$ cat src/vector_mean_contrast_stretch_macros.svh
// Assertion macros shared by the block's modules.
// Each macro expects signals named clk and rst_n in the module that uses it.
`ifndef VECTOR_MEAN_CONTRAST_STRETCH_MACROS_SVH
`define VECTOR_MEAN_CONTRAST_STRETCH_MACROS_SVH

// Condition pre implies condition post in the same cycle.
`define VMCS_ASSERT_NOW(label, pre, post) \
    label: assert property (@(posedge clk) disable iff (!rst_n) (pre) |-> (post)) \
        else $error("vmcs assertion failed");

// Condition pre implies condition post in the following cycle.
`define VMCS_ASSERT_NEXT(label, pre, post) \
    label: assert property (@(posedge clk) disable iff (!rst_n) (pre) |=> (post)) \
        else $error("vmcs assertion failed");

`endif

$ cat src/vmcs_pkg.sv
package vmcs_pkg;

    // Default sizes.
    localparam int PIXELS_DEF     = 4096;
    localparam int VECTOR_MAX_DEF = 256;

    // Fixed field widths.
    localparam int FEATURE_W = 32;
    localparam int INDEX_W   = 12;
    localparam int GRAY_W    = 8;
    localparam int GRAY_MAX  = 255;

    // Divider sizing: quotient bits per operation and the dividend width
    // that the stretch division needs.
    localparam int QUOT_W         = 32;
    localparam int MEAN_QBITS     = 32;
    localparam int STRETCH_QBITS  = 9;
    localparam int STRETCH_DIV_W  = 42;
    localparam int STRETCH_NUM_W  = 40;

    // Reset values of the running extremes.
    localparam logic signed [FEATURE_W-1:0] MIN_RESET = 32'sh7FFF_FFFF;
    localparam logic signed [FEATURE_W-1:0] MAX_RESET = 32'sh8000_0000;

    typedef enum logic [1:0] {
        CMD_PUSH  = 2'd0,
        CMD_READ  = 2'd1,
        CMD_CLEAR = 2'd2,
        CMD_NOP   = 2'd3
    } cmd_t;

    typedef enum logic [1:0] {
        STAT_OK         = 2'd0,
        STAT_NOT_LOADED = 2'd1,
        STAT_FLAT       = 2'd2
    } status_t;

    typedef struct packed {
        cmd_t                         cmd;
        logic signed [FEATURE_W-1:0]  feature_value;
        logic                         last_in_vector;
        logic        [INDEX_W-1:0]    pixel_index;
    } in_word_t;

    typedef struct packed {
        logic [GRAY_W-1:0] stretched_value;
        status_t           status;
        logic              store_overflowed;
    } out_word_t;

    typedef enum logic [2:0] {
        ST_IDLE,
        ST_MEAN_SETUP,
        ST_MEAN_STORE,
        ST_READ_CHECK,
        ST_STRETCH_SETUP,
        ST_DIVIDE,
        ST_RESULT
    } state_t;

    // Divider start request; narrow selects the short stretch quotient.
    typedef struct packed {
        logic start;
        logic narrow;
    } div_ctl_t;

    typedef struct packed {
        logic busy;
        logic done;
    } div_stat_t;

endpackage

$ cat src/vmcs_divider.sv
`include "vector_mean_contrast_stretch_macros.svh"

module vmcs_divider #(
    parameter int DIV_W = vmcs_pkg::STRETCH_DIV_W
) (
    input  logic                        clk,
    input  logic                        rst_n,
    input  vmcs_pkg::div_ctl_t          ctl,
    input  logic [DIV_W-1:0]            dividend,
    input  logic [DIV_W-1:0]            divisor,
    output vmcs_pkg::div_stat_t         stat,
    output logic [vmcs_pkg::QUOT_W-1:0] quotient
);

    import vmcs_pkg::*;

    localparam int STEP_W = $clog2(MEAN_QBITS);

    logic [DIV_W-1:0]  rem_reg, rem_next;
    logic [DIV_W-1:0]  dsh_reg, dsh_next;
    logic [QUOT_W-1:0] quot_reg, quot_next;
    logic [STEP_W-1:0] step_reg, step_next;
    logic              busy_reg, busy_next;
    logic              done_reg, done_next;
    logic [DIV_W-1:0]  diff;
    logic              fits;

    // Restoring division, one quotient bit per cycle, most significant first.
    // The caller guarantees the quotient fits in the selected number of bits.
    always_comb
    begin
        diff      = rem_reg - dsh_reg;
        fits      = (rem_reg >= dsh_reg);
        rem_next  = rem_reg;
        dsh_next  = dsh_reg;
        quot_next = quot_reg;
        step_next = step_reg;
        busy_next = busy_reg;
        done_next = 1'b0;
        if (ctl.start)
        begin
            rem_next  = dividend;
            quot_next = '0;
            busy_next = 1'b1;
            if (ctl.narrow)
            begin
                dsh_next  = divisor << (STRETCH_QBITS - 1);
                step_next = STEP_W'(STRETCH_QBITS - 1);
            end
            else
            begin
                dsh_next  = divisor << (MEAN_QBITS - 1);
                step_next = STEP_W'(MEAN_QBITS - 1);
            end
        end
        else if (busy_reg)
        begin
            if (fits)
            begin
                rem_next = diff;
            end
            quot_next = {quot_reg[QUOT_W-2:0], fits};
            dsh_next  = dsh_reg >> 1;
            if (step_reg == '0)
            begin
                busy_next = 1'b0;
                done_next = 1'b1;
            end
            else
            begin
                step_next = step_reg - 1'b1;
            end
        end
    end

    // Control state.
    always_ff @(posedge clk or negedge rst_n)
    begin
        if (!rst_n)
        begin
            busy_reg <= 1'b0;
            done_reg <= 1'b0;
            step_reg <= '0;
        end
        else
        begin
            busy_reg <= busy_next;
            done_reg <= done_next;
            step_reg <= step_next;
        end
    end

    // Datapath registers.
    always_ff @(posedge clk)
    begin
        rem_reg  <= rem_next;
        dsh_reg  <= dsh_next;
        quot_reg <= quot_next;
    end

    assign stat.busy = busy_reg;
    assign stat.done = done_reg;
    assign quotient  = quot_reg;

    `VMCS_ASSERT_NOW(a_no_start_while_busy, ctl.start, !busy_reg)
    `VMCS_ASSERT_NOW(a_done_means_idle, done_reg, !busy_reg)
    `VMCS_ASSERT_NEXT(a_last_step_finishes, busy_reg && (step_reg == '0) && !ctl.start, done_reg)

endmodule

$ cat config.mk
export PLATFORM = sky130hd
export DESIGN_NAME = vmcs_divider
export DESIGN_NICKNAME = d
export VERILOG_FILES = /design/src/vmcs_pkg.sv /design/src/vmcs_divider.sv
export VERILOG_INCLUDE_DIRS = /design/src /design/src/src
export SDC_FILE = /design/constraint.sdc
export NUM_CORES = 1
export LEC_CHECK = 0
export ABC_AREA = 1
export BUFFER_PORTS_ARGS = -buffer_cell sky130_fd_sc_hd__buf_4
export CORE_MARGIN = 2
export CORE_UTILIZATION = 50
export CTS_CLUSTER_DIAMETER = 200
export DETAILED_ROUTE_END_ITERATION = 7
export PLACE_DENSITY = 0.71
export SYNTH_ARGS = -nofsm -noshare
export SYNTH_HDL_FRONTEND = slang
export SYNTH_SLANG_ARGS = --single-unit
$ cat constraint.sdc
create_clock -name clk -period 7.3 [get_ports clk]
set_clock_uncertainty 0.05 [all_clocks]
set_input_delay 1.46 -clock clk [delete_from_list [all_inputs] [get_ports clk]]
set_output_delay 1.46 -clock clk [all_outputs]
set_load 0.005 [all_outputs]
==> results of run 1 <==
[logic make-up (layout without fill, tap and decap cells)]
family	after synthesis	in the layout	share of synthesized area [%]
simple gates	662	662	33.4
buf+inv	246	365	11.0
compound gates	133	133	8.70
flops	123	123	39.2
fa+ha+maj	45	45	6.70
xor+xnor	9	9	0.926
[metrics by stage]
step                      hold WS, ns  instances  utilization (%)  cell area [um2]  worst slack (ns)
after detailed placement        0.427       1525             57.3             9540              3.36
after floorplan                 0.409       1218                -             8510              3.99
after global routing            0.476       1557             60.9            10100              3.61
final                           0.442       1557             60.9            10100              3.78
after global placement          0.415       1525             57.3             9540              3.39
after CTS                       0.442       1557             60.9            10100              3.81
[area by class of cell]
cell class,count,area share (%)
multi-input combinational,849,41.8
sequential,123,32.9
timing repair buffer,117,8.67
inverter,216,8.00
clock buffer,19,4.69
tap,220,2.72
clock inverter,13,1.16
[worst max path at each step]
stage                   to  cells after the start  slack [ns]
2_1_floorplan   rem_reg[0]                      4        3.99
3_3_place_gp   dsh_reg[31]                      6        3.39
3_5_place_dp   step_reg[2]                      9        3.36
4_1_cts        step_reg[2]                      9        3.81
5_1_grt        step_reg[2]                      9        3.61
6_report       step_reg[2]                      9        3.78
[power groups by stage]
stage	combinational, mW	clock (mW)	sequential (mW)
6_report	2.14	0.850	1.02
5_1_grt	2.41	0.884	1.04
4_1_cts	2.12	0.857	1.02
3_5_place_dp	2.09	0	1.04
3_3_place_gp	2.06	0	1.03
2_1_floorplan	1.61	0	1.02
[per-layer routing]
layer	vias up	wire [um]	track usage (%)
met1	3585	10700	36.4
met2	239	10100	40.1
met4	0	268	6.73
li1	4044	-	-
met5	-	0	0
met3	23	1590	5.78
[worst max-delay path, delay by kind of cell]
family	cells	cell delay, ns
and+or+nand+nor	2	0.37
buffers and inverters	5	1.55
AOI/OAI and AO/OA	2	0.32
[layout by cell type, fill, tap and decap left out, types with 2 or more instances in the layout]
master,synthesis,layout
a21oi_1,34,34
and2_4,2,2
buf_4,2,117
clkbuf_16,0,19
clkinv_4,0,3
dfrtp_1,7,7
dfxtp_1,32,32
edfxtp_1,84,84
ha_1,44,44
inv_1,203,201
inv_2,13,14
inv_6,0,4
inv_8,0,4
nand2_1,384,383
nand2_2,27,28
nand3_1,59,59
nand3_2,10,10
nand4_1,7,7
nor2_1,133,133
nor2_2,14,14
nor2_4,3,3
nor3_1,4,4
o21ai_0,67,67
o21ai_1,4,4
o21bai_1,3,3
o221ai_1,10,10
o22ai_1,11,11
or2_1,9,9
or2_2,5,5
xnor2_1,6,6
xor2_1,3,3
==> results.yml, run 1 <==
die:
  io_pins: 122
  die_y_um: 134
  floorplan.rows: 47
  die-area_um2: 18100
  die_x_um: 134
  initial_utilization_pct: 51.2
  design.core.area_um2: 16600
clock_network:
  inserted_clock_buffers: 17
  root_buffer: "clkbuf_16"
  cts_setup_buffers: 0
  post_cts_resized: 0
  clkSlewWorstSetupHoldPaths_ns: 0.06
  max-clock-path-buffers: 2
  cts_tree: "built"
  cts.hold.buffers_added: 0
  clk-insertion-delay-late_ns: 0.43
  numClockSinks: 123
  cts.htree.levels: 4
synth:
  ys_seq_elements: 123
  synth.area.top_cells: "edfxtp_1 30%, nand2_1 17%, inv_1 9.0%, dfxtp_1 7.5%, ha_1 6.5%"
  synth_top_cell_by_area: "edfxtp_1"
  syn_nets: 1351
  synth-edff-count: 84
  yosysMostFrequentCell: "nand2_1"
  synthDominantCellAreaShare_pct: 29.6
  synth_flop_cell: "edfxtp_1"
  ys_seq_area_share_pct: 39.2
  syn_area_per_cell_um2: 6.99
  synth.top_cells.by_count: "384 x nand2_1, 203 x inv_1, 133 x nor2_1"
  synth_cell_type_count: 40
  yosysWarnings: 0
  synth_cell_area_um2: 8510
  asyncSetResetFlopFracSynth_pct: 5.69
  syn_inst: 1218
worst_setup_path:
  timing.critical_path.fanout_max: 66
  cp_common_cell: "buf_4"
  critical_setup_path_kind: "primary input to flip-flop"
  critPathSlowestCell: "buf_4"
  regToRegEndpoint: "rem_reg[24]"
  timing.critical_path.cells: "buf_4 > buf_4 > inv_2 > buf_4 > nand4_1 > nand2_1 > inv_1 > o21ai_0 > a22o_1"
  data_arrival_time_of_the_worst_path_ns: 3.78
  worstRegToRegCells: 12
  startpoint: "ctl[1]"
  setup.worst_path.end_class: "flip-flop"
  worst_ep_required_time_ns: 7.56
  r2r-start: "dsh_reg[34]"
  cp-start-kind: "primary input"
  setup.reg_to_reg.worst_slack_ns: 4.12
  critical-path-max-stage-delay_ns: 0.50
sta:
  rsz0062_at_grt: "no"
  finalCriticalPeriod_ns: 3.52
  worst_slew_margin_rel_pct: 28.4
  setup_viol: 0
  maxClockFrequency_mhz: 284
  setup_total_negative_slack_ns: 0
  drv_slew: 0
  layout_worst_path_cycle_share_pct: 48.2
  slew_of_the_pin_with_the_lowest_slew_margin_ns: 1.07
  hold_viol_final: 0
routing:
  drt_pre_antenna_iters: 5
  routed_wl_um: 22700
  route.detailed.vias_per_inst: 5.07
  violation_count_after_the_first_detailed_route_iteration: 582
  routedWlPerCell_um: 14.6
  drc_errors: 0
  num_vias: 7891
  detail-route-antenna-nets: 0
power:
  clock_power_share_pct: 21.2
  vdd_ir_drop_max_mv: 0.199
  cell_internal_power_dissipation_mw: 2.19
  total_power_mw: 4.01
  cellPowerDensity_nw_per_um2: 396
  switching_share_pct: 45.5
  static-leakage-power_nw: 5.20
  share_of_total_power_in_combinational_logic_pct: 53.3
  p_seq_share_pct: 25.5
  power_switching_mw: 1.82
final_layout:
  nets: 1457
  multi_input_area_um2: 4240
  antenna-diode-count: 0
  ratio_of_cells_with_drive_above_1_in_the_final_layout_pct: 17.1
  final.fill_count: 1536
  flow.area_growth_from_synthesis_pct: 19.0
  seq_area_um2: 3340
global_routing:
  grt_antenna_before_repair: 0
  global_route.usage.total_pct: 25.7
  grt_max_degree: 67
  first_global_vias: 7316
  grt_pass1_wl_um: 36300
  overflow: 0
hold_path:
  hold_end: "quotient[0]"
  worst_hold_path_type: "flip-flop to flip-flop"
  min-delay-start: "quotient[0]"
  min_path_cells: 2
place:
  routability_cong: 0.923
  place.port_buffers: 113
  dp_hpwl_um: 17100
run:
  cap_viol_max_count: 0
outcome:
  outcome: "finished, final reports clean"
Power figures use the tool's default switching activity.
==> run 2, diff against run 1 <==
ABC_AREA = 0   (was 1)
PLACE_DENSITY = 0.72   (was 0.71)
clock period = 3.6 ns   (was 7.3 ns; I/O delays follow)
==> results.yml, run 2 <==
power:
  static-leakage-power_nw: 4.06
  cellPowerDensity_nw_per_um2: 785
  vdd_ir_drop_max_mv: 0.436
worst_setup_path:
  cp_common_cell: "nand3_1"
  critical-path-max-stage-delay_ns: 0.40
  timing.critical_path.fanout_max: 13
  critical_setup_path_kind: "flip-flop to flip-flop"
  timing.critical_path.cells: "ha_1 > fa_1 > and2b_2 > o211ai_2 > a211oi_4 > o21ai_2 > nand3_1 > nand3_1 > nand2_1 > a21o_1 > buf_4"
  cp_num_buf_inv: 1
  critPathSlowestCell: "fa_1"
  timing.critical_path.max_delay_family: "compound AO/OA/AOI/OAI gates"
  data_arrival_time_of_the_worst_path_ns: 3.10
  worst_ep_required_time_ns: 3.68
  cp-start-kind: "flip-flop"
  setup.worst_path.end_class: "flip-flop"
routing:
  wire_length_on_met1_um: 7970
  met3RoutedLength_um: 1210
  met2WireLength_um: 8270
  drc_errors: 0
  detail-route-antenna-nets: 0
  routed.top_layer: "met4"
  num_vias: 6089
  violation_count_after_the_first_detailed_route_iteration: 429
  routedWlPerCell_um: 16.0
  drt_pre_antenna_iters: 5
  route.detailed.vias_per_inst: 5.51
  routed_wl_um: 17700
final_layout:
  most-common-layout-cells: "121 x buf_4, 98 x nand2_1, 84 x edfxtp_1"
  final_common_cell: "buf_4"
  ratio_of_cells_with_drive_above_1_in_the_final_layout_pct: 20.0
  final.fill_count: 1280
  nets: 1041
  flow.area_growth_from_synthesis_pct: 20.6
  multi_input_area_um2: 3790
  seq_area_um2: 3340
  final_core_utilization_pct: 62.2
  antenna-diode-count: 0
synth:
  synth.area.top_cells: "edfxtp_1 34%, dfxtp_1 8.5%, ha_1 7.3%, mux2i_1 5.7%, nand2_1 4.9%"
  ys_seq_area_share_pct: 44.4
  yosysWarnings: 0
  synthDominantCellAreaShare_pct: 33.5
  synth_flop_cell: "edfxtp_1"
  syn_area_per_cell_um2: 9.26
  synth.top_cells.by_count: "99 x nand2_1, 84 x edfxtp_1, 77 x nor2_1"
  syn_nets: 945
  yosysMostFrequentCell: "nand2_1"
  synth-edff-count: 84
  synth_top_cell_by_area: "edfxtp_1"
  ys_seq_elements: 123
  synth_cell_type_count: 61
  syn_inst: 812
  synth_cell_area_um2: 7520
  asyncSetResetFlopFracSynth_pct: 5.69
sta:
  worst_slew_margin_rel_pct: 48.8
  slew_of_the_pin_with_the_lowest_slew_margin_ns: 0.761
  drv_slew: 0
  hold_viol_final: 0
  maxClockFrequency_mhz: 331
  layout_worst_path_cycle_share_pct: 83.8
  finalCriticalPeriod_ns: 3.02
  final.hold.worst_slack_ns: 0.0348
  setup_total_negative_slack_ns: 0
  rsz0062_at_grt: "no"
  setup_viol: 0
global_routing:
  overflow: 0
  first_global_vias: 5913
  grt_antenna_before_repair: 0
  grt_max_degree: 63
  global_route.usage.total_pct: 22.5
  grt_pass1_wl_um: 28500
die:
  initial_utilization_pct: 51.6
  die-area_um2: 16000
  die_y_um: 127
  die_x_um: 127
  floorplan.rows: 44
  io_pins: 122
  design.core.area_um2: 14600
clock_network:
  cts.htree.levels: 4
  cts.hold.buffers_added: 0
  inserted_clock_buffers: 17
  root_buffer: "clkbuf_16"
  cts_tree: "built"
  numClockSinks: 123
  post_cts_resized: 0
  clk-insertion-delay-late_ns: 0.43
  max-clock-path-buffers: 2
  cts_setup_buffers: 0
  clkSlewWorstSetupHoldPaths_ns: 0.06
outcome:
  outcome: "finished, final reports clean"
hold_path:
  worst_hold_path_type: "primary input to async pin"
run:
  cap_viol_max_count: 0
place:
  routability_cong: 0.886
  place.port_buffers: 113
  dp_hpwl_um: 12900
run 2: through the flow:
stage	total power, mW	cells	cell area, um2	setup slack, ns
final	7.12	1105	9070	0.583
after global routing	7.60	1105	9070	0.410
after global placement	5.34	1073	8490	0.642
after CTS	7.12	1105	9070	0.583
after detailed placement	5.39	1073	8490	0.604
after floorplan	4.65	812	7520	0.292
run 2: worst register-to-register path: stages (launching register included):
cell,delay (ns)
edfxtp_1,0.37
ha_1,0.21
fa_1,0.40
and2b_2,0.24
o211ai_2,0.10
a211oi_4,0.34
o21ai_2,0.19
nand3_1,0.12
nand3_1,0.17
nand2_1,0.11
a21o_1,0.17
buf_4,0.24
run 2: final timing paths:
path / startpoint / end / slack [ns] / cells past startpoint
setup / recovery: dsh_reg[0] / rem_reg[27] / 0.58 / 11
hold / removal: rst_n / done_reg / 0.03 / 1
setup reg to reg: dsh_reg[0] / rem_reg[27] / 0.58 / 11
hold reg to reg: quotient[31] / quotient[31] / 0.47 / 2
max in group asynchronous: rst_n / busy_reg / 3.33 / 1
min in group clk: quotient[31] / quotient[31] / 0.47 / 2
run 2: cells by family after synthesis:
| logic type | Yosys count | share of synthesized area (%) |
|---|---|---|
| adder cells (fa/ha/maj) | 45 | 7.58 |
| buffers and inverters | 100 | 5.29 |
| AND/OR/NAND/NOR | 239 | 13.8 |
| XOR/XNOR | 39 | 4.54 |
| multiplexers | 45 | 6.02 |
| AO/OA/AOI/OAI | 221 | 18.3 |
| flip-flops | 123 | 44.4 |
run 2: metal layers:
layer / track usage [%] / vias up
met5: 0 / -
met3: 6.66 / 22
met4: 6.72 / 0
met2: 36.9 / 145
met1: 29.0 / 2847
li1: - / 3075
run 2: layout make-up:
cell class	count	share of cell area [%]
clock buffers	19	5.12
clock inverters	13	1.28
well taps	184	2.54
repair buffers	122	10.2
multi-input cells	589	41.8
flip-flops and latches	123	36.8
inverters	55	2.28
run 2: power breakdown:
group          switching (mW)  leakage [nW]  internal (mW)
registers               0.121          1.25           1.94
logic                    2.00          2.53           1.37
clock network           0.728         0.290          0.968
==> run 3, diff against run 2 <==
ABC_AREA = 1   (was 0)
PLACE_DENSITY = 0.74   (was 0.72)
clock period = 2.4 ns   (was 3.6 ns; I/O delays follow)
==> results.yml, run 3 (synthesis results as in run 1) <==
die:
  die-area_um2: 18100
  floorplan.rows: 47
  io_pins: 122
  die_y_um: 134
  design.core.area_um2: 16600
  initial_utilization_pct: 51.2
  die_x_um: 134
routing:
  routedWlPerCell_um: 15.1
  route.detailed.vias_per_inst: 4.99
  drc_errors: 0
  drt_pre_antenna_iters: 5
  num_vias: 8031
  violation_count_after_the_first_detailed_route_iteration: 475
  routed_wl_um: 24300
  detail-route-antenna-nets: 0
power:
  static-leakage-power_nw: 5.50
  cellPowerDensity_nw_per_um2: 1240
  vdd_ir_drop_max_mv: 0.732
  total_power_mw: 13.6
clock_network:
  root_buffer: "clkbuf_16"
  cts_tree: "built"
  clkSlewWorstSetupHoldPaths_ns: 0.07
  inserted_clock_buffers: 17
  cts.htree.levels: 4
  max-clock-path-buffers: 2
  numClockSinks: 123
  clk-insertion-delay-late_ns: 0.43
sta:
  hold_viol_final: 0
  postLayoutSetupSlackWorst_ns: 0.0822
  layout_worst_path_cycle_share_pct: 96.6
  final.hold.worst_slack_ns: 0.271
  worst_slew_margin_rel_pct: 58.3
  setup_viol: 0
  drv_slew: 0
  finalCriticalPeriod_ns: 2.32
  slew_of_the_pin_with_the_lowest_slew_margin_ns: 0.626
  maxClockFrequency_mhz: 431
global_routing:
  first_global_vias: 7348
  grt_antenna_before_repair: 0
  global_route.usage.total_pct: 26.5
  overflow: 0
  grt_pass1_wl_um: 37000
  grt_max_degree: 63
worst_setup_path:
  timing.critical_path.cells: "ha_2 > fa_2 > inv_2 > nand3_1 > nand3_2 > nand2_1 > nand3_2 > nand2_1 > nand2_2 > nand2_4 > nand2_8 > clkbuf_16"
  data_arrival_time_of_the_worst_path_ns: 2.41
  r2r-start: "dsh_reg[0]"
  critical-path-max-stage-delay_ns: 0.39
  setup.reg_to_reg.worst_slack_ns: 0.08
  cp-start-kind: "flip-flop"
  critPathSlowestCell: "edfxtp_1"
  timing.critical_path.fanout_max: 7
  setup.worst_path.end_class: "flip-flop"
  cp_num_buf_inv: 2
  timing.critical_path.max_delay_family: "simple AND/OR/NAND/NOR gates"
  worst_ep_required_time_ns: 2.49
  startpoint: "dsh_reg[0]"
  critical_setup_path_kind: "flip-flop to flip-flop"
final_layout:
  layout.cell_area.non_filler_um2: 11000
  nets: 1510
  ratio_of_cells_with_drive_above_1_in_the_final_layout_pct: 23.4
  flow.area_growth_from_synthesis_pct: 28.6
  most-common-layout-cells: "376 x nand2_1, 198 x inv_1, 164 x buf_4"
  antenna-diode-count: 0
  final_common_cell: "nand2_1"
  final_cells: 1610
place:
  place.port_buffers: 113
  routability_cong: 0.978
  dp_hpwl_um: 18500
  dp_slack_ns: 0.0310
  dp.cells: 1572
  placement.cell_area_um2: 9940
hold_path:
  worst_hold_path_type: "primary input to flip-flop"
  min-delay-start: "dividend[7]"
run:
  cap_viol_max_count: 0
outcome:
  outcome: "finished, final reports clean"
[run 3: power by group]
| part | switching [mW] | total (mW) | internal [mW] |
|---|---|---|---|
| clock | 1.08 | 2.49 | 1.41 |
| sequential | 0.268 | 3.20 | 2.94 |
| combinational | 4.70 | 7.89 | 3.19 |
| total | 6.05 | 13.6 | 7.53 |
[run 3: timing repair]
item | in CTS | in global routing
buffers inserted | 0 | 3
endpoints found under the hold margin | 7 | 0
gates resized for setup | 0 | 61
hold buffers | 1 | 0
endpoints found under the setup margin | 0 | 54
[run 3: metal layers]
metal | GRT usage, % | wire, um | vias up
met5 | 0 | 0 | -
met4 | 6.20 | 264 | 0
met3 | 5.29 | 1560 | 22
met2 | 42.0 | 10900 | 222
met1 | 37.7 | 11500 | 3633
li1 | - | - | 4154
[run 3: final cells by class]
cell class,instances,area (um2)
clock buffer,19,454
clock inverter,13,104
fill,1477,5690
inverter,216,811
multi-input combinational,849,4620
sequential,123,3340
tap,220,275
timing repair buffer,170,1350
[run 3: through the flow]
step | util [%] | TNS (ns)
2_1_floorplan | - | 0
3_3_place_gp | 59.7 | 0
3_5_place_dp | 59.7 | 0
4_1_cts | 63.1 | 0
5_1_grt | 65.8 | -0.822
6_report | 65.8 | 0
[run 3: final timing paths]
path,end,depth (start not counted)
setup / recovery,rem_reg[16],12
hold / removal,rem_reg[7],3
setup reg to reg,rem_reg[16],12
hold reg to reg,quotient[0],2
max in group asynchronous,step_reg[1],2
min in group asynchronous,step_reg[3],2
[run 3: worst min-delay path, delay by kind of cell]
family,cells,cell delay [ns]
buffers and inverters,1,0.08
AND/OR/NAND/NOR,2,0.09
